### config.mk
export PLATFORM = sky130hd
export DESIGN_NAME = multilevel_process_scheduler
export DESIGN_NICKNAME = d
export VERILOG_FILES = /design/src/hdl/mps_pkg.sv /design/src/hdl/mps_datapath.sv /design/src/hdl/mps_control.sv /design/src/hdl/multilevel_process_scheduler.sv
export SDC_FILE = /design/constraint.sdc
export NUM_CORES = 2
export LEC_CHECK = 0
export BUFFER_PORTS_ARGS = -buffer_cell sky130_fd_sc_hd__clkbuf_2
export CORE_MARGIN = 2
export CORE_UTILIZATION = 45
export DETAILED_ROUTE_END_ITERATION = 7
export SLEW_MARGIN = 20
export SYNTH_ARGS = -nofsm -noshare
export SYNTH_HDL_FRONTEND = slang
export SYNTH_SLANG_ARGS = --single-unit
### constraint.sdc
create_clock -name clock -period 9.8 [get_ports clock]
set_input_delay 1.96 -clock clock [delete_from_list [all_inputs] [get_ports clock]]
set_output_delay 1.96 -clock clock [all_outputs]
set_load 0.03 [all_outputs]
### src/hdl/mps_pkg.sv
// Shared types, codes and defaults for the multilevel process scheduler.
package mps_pkg;

   localparam int NUM_PROCS_DEFAULT = 16;
   localparam int IDX_W = 4;
   localparam int CFG_DATA_W = 16;
   localparam int CFG_ADDR_W = 1;

   localparam logic [CFG_ADDR_W-1:0] CSR_NICE_NEUTRAL = 1'd0;
   localparam logic [CFG_ADDR_W-1:0] CSR_QUANTUM = 1'd1;

   localparam logic [5:0] NICE_NEUTRAL_RESET = 6'd20;
   localparam logic [15:0] QUANTUM_RESET = 16'd50;
   localparam logic [5:0] NICE_RESET = 6'd20;

   localparam logic [2:0] OP_WRITE = 3'd0;
   localparam logic [2:0] OP_READY = 3'd1;
   localparam logic [2:0] OP_RESUME = 3'd2;
   localparam logic [2:0] OP_STOP = 3'd3;
   localparam logic [2:0] OP_YIELD = 3'd4;

   localparam logic [1:0] ST_READY = 2'd0;
   localparam logic [1:0] ST_RUNNING = 2'd1;
   localparam logic [1:0] ST_STOPPED = 2'd2;
   localparam logic [1:0] ST_WAITING = 2'd3;

   localparam logic [1:0] KIND_ALARM = 2'd0;
   localparam logic [1:0] KIND_CHILD = 2'd1;
   localparam logic [1:0] KIND_DISPATCH = 2'd2;

   typedef struct packed {
      logic [2:0] op;
      logic [3:0] index;
      logic entry_valid;
      logic [1:0] entry_state;
      logic [5:0] entry_nice;
      logic [31:0] entry_alarm;
      logic [3:0] entry_parent;
      logic [31:0] tick_now;
   } req_type;

   typedef struct packed {
      logic [1:0] kind;
      logic [3:0] target;
      logic switched;
      logic last;
   } rsp_type;

   // Controller to datapath commands.
   typedef struct packed {
      logic do_write;
      logic do_ready;
      logic do_resume;
      logic do_stop;
      logic yield_start;
      logic alarm_step;
      logic sel_step;
      logic fifo_step;
      logic dispatch;
      logic emit_alarm;
   } cmd_type;

   // Datapath to controller status.
   typedef struct packed {
      logic scan_done;
      logic alarm_hit;
   } sts_type;

endpackage

### src/hdl/mps_datapath.sv
// Process table, scan pointer and selection registers of the scheduler.
module mps_datapath #(
   parameter int NUM_PROCS = mps_pkg::NUM_PROCS_DEFAULT
) (
   input  logic clock,
   input  logic reset,
   input  mps_pkg::req_type req_ff,
   input  mps_pkg::cmd_type cmd,
   input  logic [5:0] nice_neutral,
   input  logic [15:0] quantum,
   output mps_pkg::sts_type sts,
   output logic [3:0] parent_of_current,
   output logic [3:0] scan_target,
   output logic [3:0] next_target,
   output logic next_switched
);
   import mps_pkg::*;

   localparam int PW = $clog2(NUM_PROCS);
   localparam int CW = $clog2(NUM_PROCS + 1);

   logic [NUM_PROCS-1:0] valid_ff;
   logic [1:0] state_ff [NUM_PROCS];
   logic [5:0] nice_ff [NUM_PROCS];
   logic [15:0] age_ff [NUM_PROCS];
   logic [31:0] alarm_ff [NUM_PROCS];
   logic [3:0] parent_ff [NUM_PROCS];
   logic [PW-1:0] cur_ff;
   logic [CW-1:0] ptr_ff;
   logic [PW-1:0] next_ff;
   logic have_ff;
   logic [PW-1:0] ptr;
   logic in_range;
   logic [PW-1:0] widx;
   logic cand, take, cand_fifo;

   assign ptr = ptr_ff[PW-1:0];
   assign in_range = ({{(32-IDX_W){1'b0}}, req_ff.index} < NUM_PROCS);
   assign widx = PW'(req_ff.index);
   assign sts.scan_done = (ptr_ff == CW'(NUM_PROCS - 1));
   assign sts.alarm_hit = valid_ff[ptr] && (alarm_ff[ptr] != 32'd0)
      && (alarm_ff[ptr] < req_ff.tick_now);
   assign cand = (state_ff[ptr] == ST_READY) && (nice_ff[ptr] < nice_neutral);
   assign take = !have_ff || (nice_ff[ptr] < nice_ff[next_ff])
      || ((nice_ff[ptr] == nice_ff[next_ff]) && (age_ff[ptr] > age_ff[next_ff]));
   assign cand_fifo = (state_ff[ptr] == ST_READY) && (nice_ff[ptr] >= nice_neutral);
   assign parent_of_current = parent_ff[cur_ff];
   assign scan_target = 4'(ptr);
   assign next_target = 4'(next_ff);
   assign next_switched = (next_ff != cur_ff);

   always_ff @(posedge clock) begin
      if (reset) begin
         valid_ff <= '0;
         for (int i = 0; i < NUM_PROCS; i++) begin
            state_ff[i] <= ST_WAITING;
            nice_ff[i] <= NICE_RESET;
            age_ff[i] <= '0;
            alarm_ff[i] <= '0;
            parent_ff[i] <= '0;
         end
         cur_ff <= '0;
         ptr_ff <= '0;
         next_ff <= '0;
         have_ff <= 1'b0;
      end else begin
         if (cmd.do_write && in_range) begin
            valid_ff[widx] <= req_ff.entry_valid;
            state_ff[widx] <= req_ff.entry_state;
            nice_ff[widx] <= req_ff.entry_nice;
            alarm_ff[widx] <= req_ff.entry_alarm;
            parent_ff[widx] <= req_ff.entry_parent;
            age_ff[widx] <= '0;
         end
         if (cmd.do_ready && in_range) begin
            state_ff[widx] <= ST_READY;
            age_ff[widx] <= '0;
         end
         if (cmd.do_resume && in_range && state_ff[widx] == ST_STOPPED) begin
            state_ff[widx] <= ST_READY;
            age_ff[widx] <= '0;
         end
         if (cmd.do_stop) begin
            state_ff[cur_ff] <= ST_STOPPED;
         end
         if (cmd.yield_start) begin
            if (state_ff[cur_ff] == ST_RUNNING) begin
               state_ff[cur_ff] <= ST_READY;
               age_ff[cur_ff] <= '0;
            end
            ptr_ff <= CW'(1);
            next_ff <= '0;
            have_ff <= 1'b0;
         end
         if (cmd.alarm_step) begin
            if (sts.alarm_hit) begin
               alarm_ff[ptr] <= '0;
            end
            ptr_ff <= sts.scan_done ? CW'(1) : ptr_ff + CW'(1);
         end
         if (cmd.sel_step) begin
            if (cand) begin
               if (take) begin
                  next_ff <= ptr;
                  have_ff <= 1'b1;
               end else if (age_ff[ptr] != 16'hFFFF) begin
                  age_ff[ptr] <= age_ff[ptr] + 16'd1;
               end
            end
            ptr_ff <= sts.scan_done ? CW'(1) : ptr_ff + CW'(1);
         end
         if (cmd.fifo_step) begin
            if (!have_ff && cand_fifo) begin
               next_ff <= ptr;
               have_ff <= 1'b1;
            end
            ptr_ff <= ptr_ff + CW'(1);
         end
         if (cmd.dispatch) begin
            state_ff[next_ff] <= ST_RUNNING;
            age_ff[next_ff] <= quantum;
            cur_ff <= next_ff;
         end
      end
   end

   // A dispatched process is always left running.
   assert property (@(posedge clock) disable iff (reset)
      cmd.dispatch |=> state_ff[cur_ff] == ST_RUNNING)
      else $error("dispatched process not running");
   // The scan pointer never points at the idle entry during a scan step.
   assert property (@(posedge clock) disable iff (reset)
      (cmd.alarm_step || cmd.sel_step || cmd.fifo_step) |-> ptr_ff != '0)
      else $error("scan touched idle entry");
   // An alarm that fires during a scan step is cleared after its signal.
   assert property (@(posedge clock) disable iff (reset)
      (cmd.alarm_step && sts.alarm_hit) |=> alarm_ff[$past(ptr)] == 32'd0)
      else $error("alarm not cleared");

endmodule

### src/hdl/mps_control.sv
// Sequencer for events and the yield scans of the scheduler.
module mps_control (
   input  logic clock,
   input  logic reset,
   input  logic req_valid,
   output logic req_stall,
   input  mps_pkg::req_type req_in,
   output mps_pkg::req_type req_ff,
   output logic rsp_valid,
   input  logic rsp_stall,
   output mps_pkg::rsp_type rsp,
   output mps_pkg::cmd_type cmd,
   input  mps_pkg::sts_type sts,
   input  logic [3:0] parent_of_current,
   input  logic [3:0] scan_target,
   input  logic [3:0] next_target,
   input  logic next_switched
);
   import mps_pkg::*;

   typedef enum logic [2:0] {
      S_IDLE, S_EXEC, S_YSTART, S_ALARM, S_SEL, S_FIFO, S_DISP, S_OUT
   } state_type;

   state_type state_ff, state_in;
   logic out_valid_ff;
   rsp_type out_ff;
   state_type ret_ff;
   logic have_fifo;

   assign rsp_valid = out_valid_ff;
   assign rsp = out_ff;
   assign req_stall = (state_ff != S_IDLE);
   assign have_fifo = 1'b0;

   // Commands decode from the current state.
   always_comb begin
      cmd = '0;
      state_in = state_ff;
      unique case (state_ff)
         S_IDLE: begin
            if (req_valid) state_in = S_EXEC;
         end
         S_EXEC: begin
            unique case (req_ff.op)
               OP_WRITE: begin cmd.do_write = 1'b1; state_in = S_IDLE; end
               OP_READY: begin cmd.do_ready = 1'b1; state_in = S_IDLE; end
               OP_RESUME: begin cmd.do_resume = 1'b1; state_in = S_IDLE; end
               OP_STOP: begin
                  if (!out_valid_ff) begin
                     cmd.do_stop = 1'b1;
                     state_in = S_YSTART;
                  end
               end
               OP_YIELD: state_in = S_YSTART;
               default: state_in = S_IDLE;
            endcase
         end
         S_YSTART: begin
            cmd.yield_start = 1'b1;
            state_in = S_ALARM;
         end
         S_ALARM: begin
            if (!(sts.alarm_hit && out_valid_ff)) begin
               cmd.alarm_step = 1'b1;
               cmd.emit_alarm = sts.alarm_hit;
               if (sts.scan_done) state_in = S_SEL;
            end
         end
         S_SEL: begin
            cmd.sel_step = 1'b1;
            if (sts.scan_done) state_in = S_FIFO;
         end
         S_FIFO: begin
            cmd.fifo_step = 1'b1;
            if (sts.scan_done) state_in = S_DISP;
         end
         S_DISP: begin
            if (!out_valid_ff) begin
               cmd.dispatch = 1'b1;
               state_in = S_IDLE;
            end
         end
         default: state_in = S_IDLE;
      endcase
   end

   always_ff @(posedge clock) begin
      if (reset) begin
         state_ff <= S_IDLE;
         out_valid_ff <= 1'b0;
         ret_ff <= S_IDLE;
      end else begin
         state_ff <= state_in;
         ret_ff <= state_ff;
         if (out_valid_ff && !rsp_stall) out_valid_ff <= 1'b0;
         if (state_ff == S_IDLE && req_valid) req_ff <= req_in;
         if (cmd.do_stop) begin
            out_valid_ff <= 1'b1;
            out_ff <= '{kind: KIND_CHILD, target: parent_of_current,
                        switched: 1'b0, last: 1'b0};
         end
         if (cmd.emit_alarm) begin
            out_valid_ff <= 1'b1;
            out_ff <= '{kind: KIND_ALARM, target: scan_target,
                        switched: 1'b0, last: 1'b0};
         end
         if (cmd.dispatch) begin
            out_valid_ff <= 1'b1;
            out_ff <= '{kind: KIND_DISPATCH, target: next_target,
                        switched: next_switched, last: 1'b1};
         end
      end
   end

   // A result may be produced only while the output register is empty.
   assert property (@(posedge clock) disable iff (reset)
      (cmd.emit_alarm || cmd.dispatch || cmd.do_stop) |-> !out_valid_ff)
      else $error("result overwrote pending output");
   // A dispatch always returns the sequencer to idle.
   assert property (@(posedge clock) disable iff (reset)
      cmd.dispatch |=> state_ff == S_IDLE)
      else $error("dispatch did not end event");
   // The fifo flag and return tracking stay consistent.
   assert property (@(posedge clock) disable iff (reset)
      state_ff == S_YSTART |-> !have_fifo && ret_ff == S_EXEC)
      else $error("yield entered from wrong state");

endmodule

### src/hdl/multilevel_process_scheduler.sv
// Top level of the multilevel process scheduler.
// Write, make ready and resume requests and unused ops end without a scan.
// A yield or stop is paced by three passes of one scan pointer, plus stalls on results.
// One request is worked on at a time; results leave through one output register.
// Synchronous active-high reset clears the table to waiting entries and the
// registers to nice_neutral 20 and quantum 50.
module multilevel_process_scheduler #(
   parameter int NUM_PROCS = mps_pkg::NUM_PROCS_DEFAULT
) (
   input  logic clock,
   input  logic reset,
   input  logic req_valid,
   output logic req_stall,
   input  mps_pkg::req_type req_data,
   output logic rsp_valid,
   input  logic rsp_stall,
   output mps_pkg::rsp_type rsp_data,
   input  logic csr_write,
   input  logic [mps_pkg::CFG_ADDR_W-1:0] csr_index,
   input  logic [mps_pkg::CFG_DATA_W-1:0] csr_data
);
   import mps_pkg::*;

   logic [5:0] nice_neutral_ff;
   logic [15:0] quantum_ff;
   req_type req_ff;
   cmd_type cmd;
   sts_type sts;
   logic [3:0] parent_of_current, scan_target, next_target;
   logic next_switched;

   // Configuration registers; the user must write them only while the block is idle, which the block does not enforce.
   always_ff @(posedge clock) begin
      if (reset) begin
         nice_neutral_ff <= NICE_NEUTRAL_RESET;
         quantum_ff <= QUANTUM_RESET;
      end else if (csr_write) begin
         unique case (csr_index)
            CSR_NICE_NEUTRAL: nice_neutral_ff <= csr_data[5:0];
            CSR_QUANTUM: quantum_ff <= csr_data;
            default: ;
         endcase
      end
   end

   mps_control u_control (
      .clock, .reset, .req_valid, .req_stall, .req_in(req_data), .req_ff,
      .rsp_valid, .rsp_stall, .rsp(rsp_data), .cmd, .sts,
      .parent_of_current, .scan_target, .next_target, .next_switched
   );

   mps_datapath #(.NUM_PROCS(NUM_PROCS)) u_datapath (
      .clock, .reset, .req_ff, .cmd, .nice_neutral(nice_neutral_ff),
      .quantum(quantum_ff), .sts, .parent_of_current, .scan_target,
      .next_target, .next_switched
   );

endmodule

==> key figures <==
GRT
  • GR Layer Usage met1: 0.379
  • Met3 GRT Util: 0.0469
  • Global route overflow: 0
  • Vias in the first global route: 32.9k
  • Met2 Track Usage GR: 0.397
  • Gr busiest metal: met2
  • Gr usage total: 0.259
  • Initial antenna violation count: 4
  • First-pass GRT wire length: ~230000 µm
  • Pin count of the biggest net entering global routing: between 100 and 150

Synth
  • Sequential area share after synthesis: 0.606
  • Yosys warns: 0
  • Synth Instances: 3791
  • Net Count, Synth: ~4.0k
  • Synth cell types: 82
  • Register bit total from synthesis: 1119
  • Post-synth EDFFs: roughly 1.1k
  • Avg Cell Area, Syn: 14.3 µm²
  • Ys flop type: edfxtp_1
  • Cell area after synthesis: 0.0543 mm²
  • FFs w/ async S/R, synth: 0

Power and ir drop
  • Gate power share: 0.059
  • Clock Power Share: 0.428
  • PwrDens: 177 mW/mm²
  • VDD IR max: 0.176 mV
  • Int Pwr: around 8.3 mW
  • Leakage: 20.3 nW
  • Switching power of the nets: 2.46 mW
  • Sw Share: 0.229
  • Sequential power share: 0.513

Timing
  • RSZ-0062 raised after global routing: false
  • Clk_skew: 0.0410 ns
  • Slew Viols, Final: 0
  • Final-report setup violation count: 0
  • Headroom to the max-slew limit: 0.161
  • Final Hold Fails: 0
  • Fin worst setup slack: 1.93 ns
  • Setup_tns: 0 ns
  • Post-route minimum period: 7.87 ns
  • Max Freq: 0.127 GHz
  • Fin crit share: 0.803
  • Worst slew pin tran: approximately 1.3 ns

Drt
  • Final WL: 159000 µm
  • Drt pass-1 iters: 5
  • Final ANT Viol Nets: 0
  • DRC errors left: 0
  • Via count: about 34k
  • DR vias/cell: 6.09
  • Routed length per instance: 28.8 µm
  • 1st-iter DRT viols: 4381

Critical path
  • Slowest library cell on the worst path: a21boi_4
  • CP dominant cell by count: mux4_2
  • Startpoint Class: flip-flop
  • Type of the worst setup path: reg -> reg
  • Crit path required time: 10.25 ns
  • CP max stage delay: 0.98 ns
  • Worst-path fanout max: 92
  • Crit path cell chain: buf_12 > mux4_2 > mux4_2 > ha_1 > and3_1 > a221o_1 > a221oi_1 > o21a_1 > o221ai_1 > nor4_2 > nand3_2 > mux2_4 > a21boi_4 > buf_4
  • Worst Path Arrival: 8.33 ns
  • Crit. End Element: flip-flop

Clocking
  • Clock tree root buffer cell: clkbuf_16
  • Worst skew pair latency: between 0.7 and 0.8 ns
  • CTS resizes: 0
  • Clk sinks: 1119
  • H-tree levels: 3
  • # hold bufs at CTS: 0
  • Setup bufs post-CTS: 0
  • CTS tree: yes
  • Clk buf depth: 3
  • CTS buffer count: 117
  • Clk pin slew, worst setup/hold paths: 0.06 ns

Cells and area
  • Commonest non-fill, non-tap cells in the layout: edfxtp_1 (1051), nor2_1 (483), and2_1 (454)
  • Fin util: 0.507
  • Final Instance Count excl. Fillers: 5511
  • Fill cell count: roughly 10k
  • Most common cell after layout, fill and taps aside: edfxtp_1
  • Total Nets Final: slightly below 4k
  • Syn-to-layout area delta: 11.7%
  • Design Area, Final: 0.0607 mm²
  • Share of cells above drive strength 1: 0.225

Die
  • # IOs: 116
  • Die X: 351 µm
  • Die Area: 0.124 mm²
  • Rows: 127
  • Core area: 0.120 mm²
  • Die Span Y: 351 µm
  • Initial core utilization: 0.454

Placed design
  • Post-DP HPWL: 98300 µm
  • Area after DPL: 0.0567 mm²
  • IO buf count: 115
  • Placed cell count: about 5.3k
  • Pre-CTS setup slack: 1.97 ns
  • Gpl congestion: slightly above 0.9

Flow run
  • Max cap viols: 0

Outcome
  • Outcome: finished clean

Worst hold path
  • Hold_sp: u_datapath.valid_ff[7]$_SDFFE_PP0P_
  • Min-delay worst type: reg -> reg
-- through the flow --
stage,power [mW],hold WS [ns]
3_3_place_gp,6.23,0.456
2_1_floorplan,5.96,0.437
5_1_grt,11.0,0.503
4_1_cts,10.8,0.474
6_report,10.7,0.480
3_5_place_dp,6.24,0.461
-- cell usage after synthesis, types with 29 or more instances --
master | number | area [µm²]
inv_1 | 112 | 420
ha_1 | 63 | 788
buf_1 | 31 | 116
and2_1 | 454 | 2840
dfxtp_1 | 68 | 1360
nand2b_1 | 68 | 425
a21o_1 | 30 | 225
clkbuf_1 | 199 | 747
edfxtp_1 | 1051 | 31600
a21oi_1 | 60 | 300
o21ai_0 | 56 | 280
nor2_1 | 490 | 1840
buf_2 | 52 | 260
mux4_2 | 392 | 8830
nor3_1 | 65 | 325
nand3_1 | 29 | 145
nand2_1 | 218 | 818
-- final cells by class --
class / instances / area (µm²) / share of cell area
sequential: 1119 / 32900 / 0.543
inverter: 112 / 425 / 0.00701
tap: 1612 / 2020 / 0.0332
multi-input combinational: 2252 / 20100 / 0.330
antenna: 3 / 7.51 / 0.000124
clock inverter: 79 / 913 / 0.0150
timing repair buffer: 195 / 1330 / 0.0219
clock buffer: 139 / 3030 / 0.0499
-- flip-flops by register name (all words and copies together), names as in the netlist, 4 cells and up, named ones only --
register,count
quantum_ff,16
u_datapath.valid_ff,16
nice_neutral_ff,6
u_datapath.state_ff,32
u_datapath.nice_ff,96
u_control.req_ff,84
u_datapath.ptr_ff,5
u_datapath.age_ff,256
u_datapath.alarm_ff,512
u_datapath.cur_ff,4
u_datapath.next_target,4
u_control.rsp,7
u_datapath.parent_ff,64
-- critical path, delay by kind of cell, from the launching register on --
kind / cells / cell delay (ns)
buffers and inverters: 2 / 0.91
and+or+nand+nor: 3 / 1.09
muxes: 3 / 1.88
AOI/OAI and AO/OA: 5 / 2.25
DFF: 1 / 0.86
adders and majority gates: 1 / 0.31
-- final timing paths --
check                                                   to  slack (ns)  cells past startpoint
setup / recovery  u_datapath.alarm_ff[3][30]$_SDFFCE_PN0P_        1.93                     14
setup reg to reg  u_datapath.alarm_ff[3][30]$_SDFFCE_PN0P_        1.93                     14
hold / removal         u_datapath.valid_ff[7]$_SDFFE_PP0P_        0.48                      2
hold reg to reg        u_datapath.valid_ff[7]$_SDFFE_PP0P_        0.48                      2
-- power groups by stage --
stage	Clock [mW]	Combinational, mW	Sequential (mW)
6_report	4.60	0.632	5.51
4_1_cts	4.66	0.633	5.51
5_1_grt	4.83	0.671	5.53
3_3_place_gp	0	0.624	5.61
3_5_place_dp	0	0.630	5.61
2_1_floorplan	0	0.423	5.54
-- cell families (layout without fill, tap and decap cells) --
group | count (synthesis) | after routing | synth area share
adder cells (fa/ha/maj) | 63 | 63 | 0.0145
AND/OR/NAND/NOR | 1440 | 1440 | 0.134
other | 0 | 3 | 0
buffers and inverters | 420 | 525 | 0.0332
AO/OA/AOI/OAI | 299 | 299 | 0.0384
flip-flops | 1119 | 1119 | 0.606
XOR/XNOR | 17 | 17 | 0.00274
multiplexers | 433 | 433 | 0.172
-- routing by layer --
metal | wire length [µm] | vias to the layer above | share of wire
met5 | 11 | - | 0.000069
met4 | 4560 | 2 | 0.029
met3 | 14200 | 293 | 0.089
met2 | 72700 | 1712 | 0.46
met1 | 67300 | 17300 | 0.42
li1 | - | 14200 | -
(Power assumes the default switching activity.)
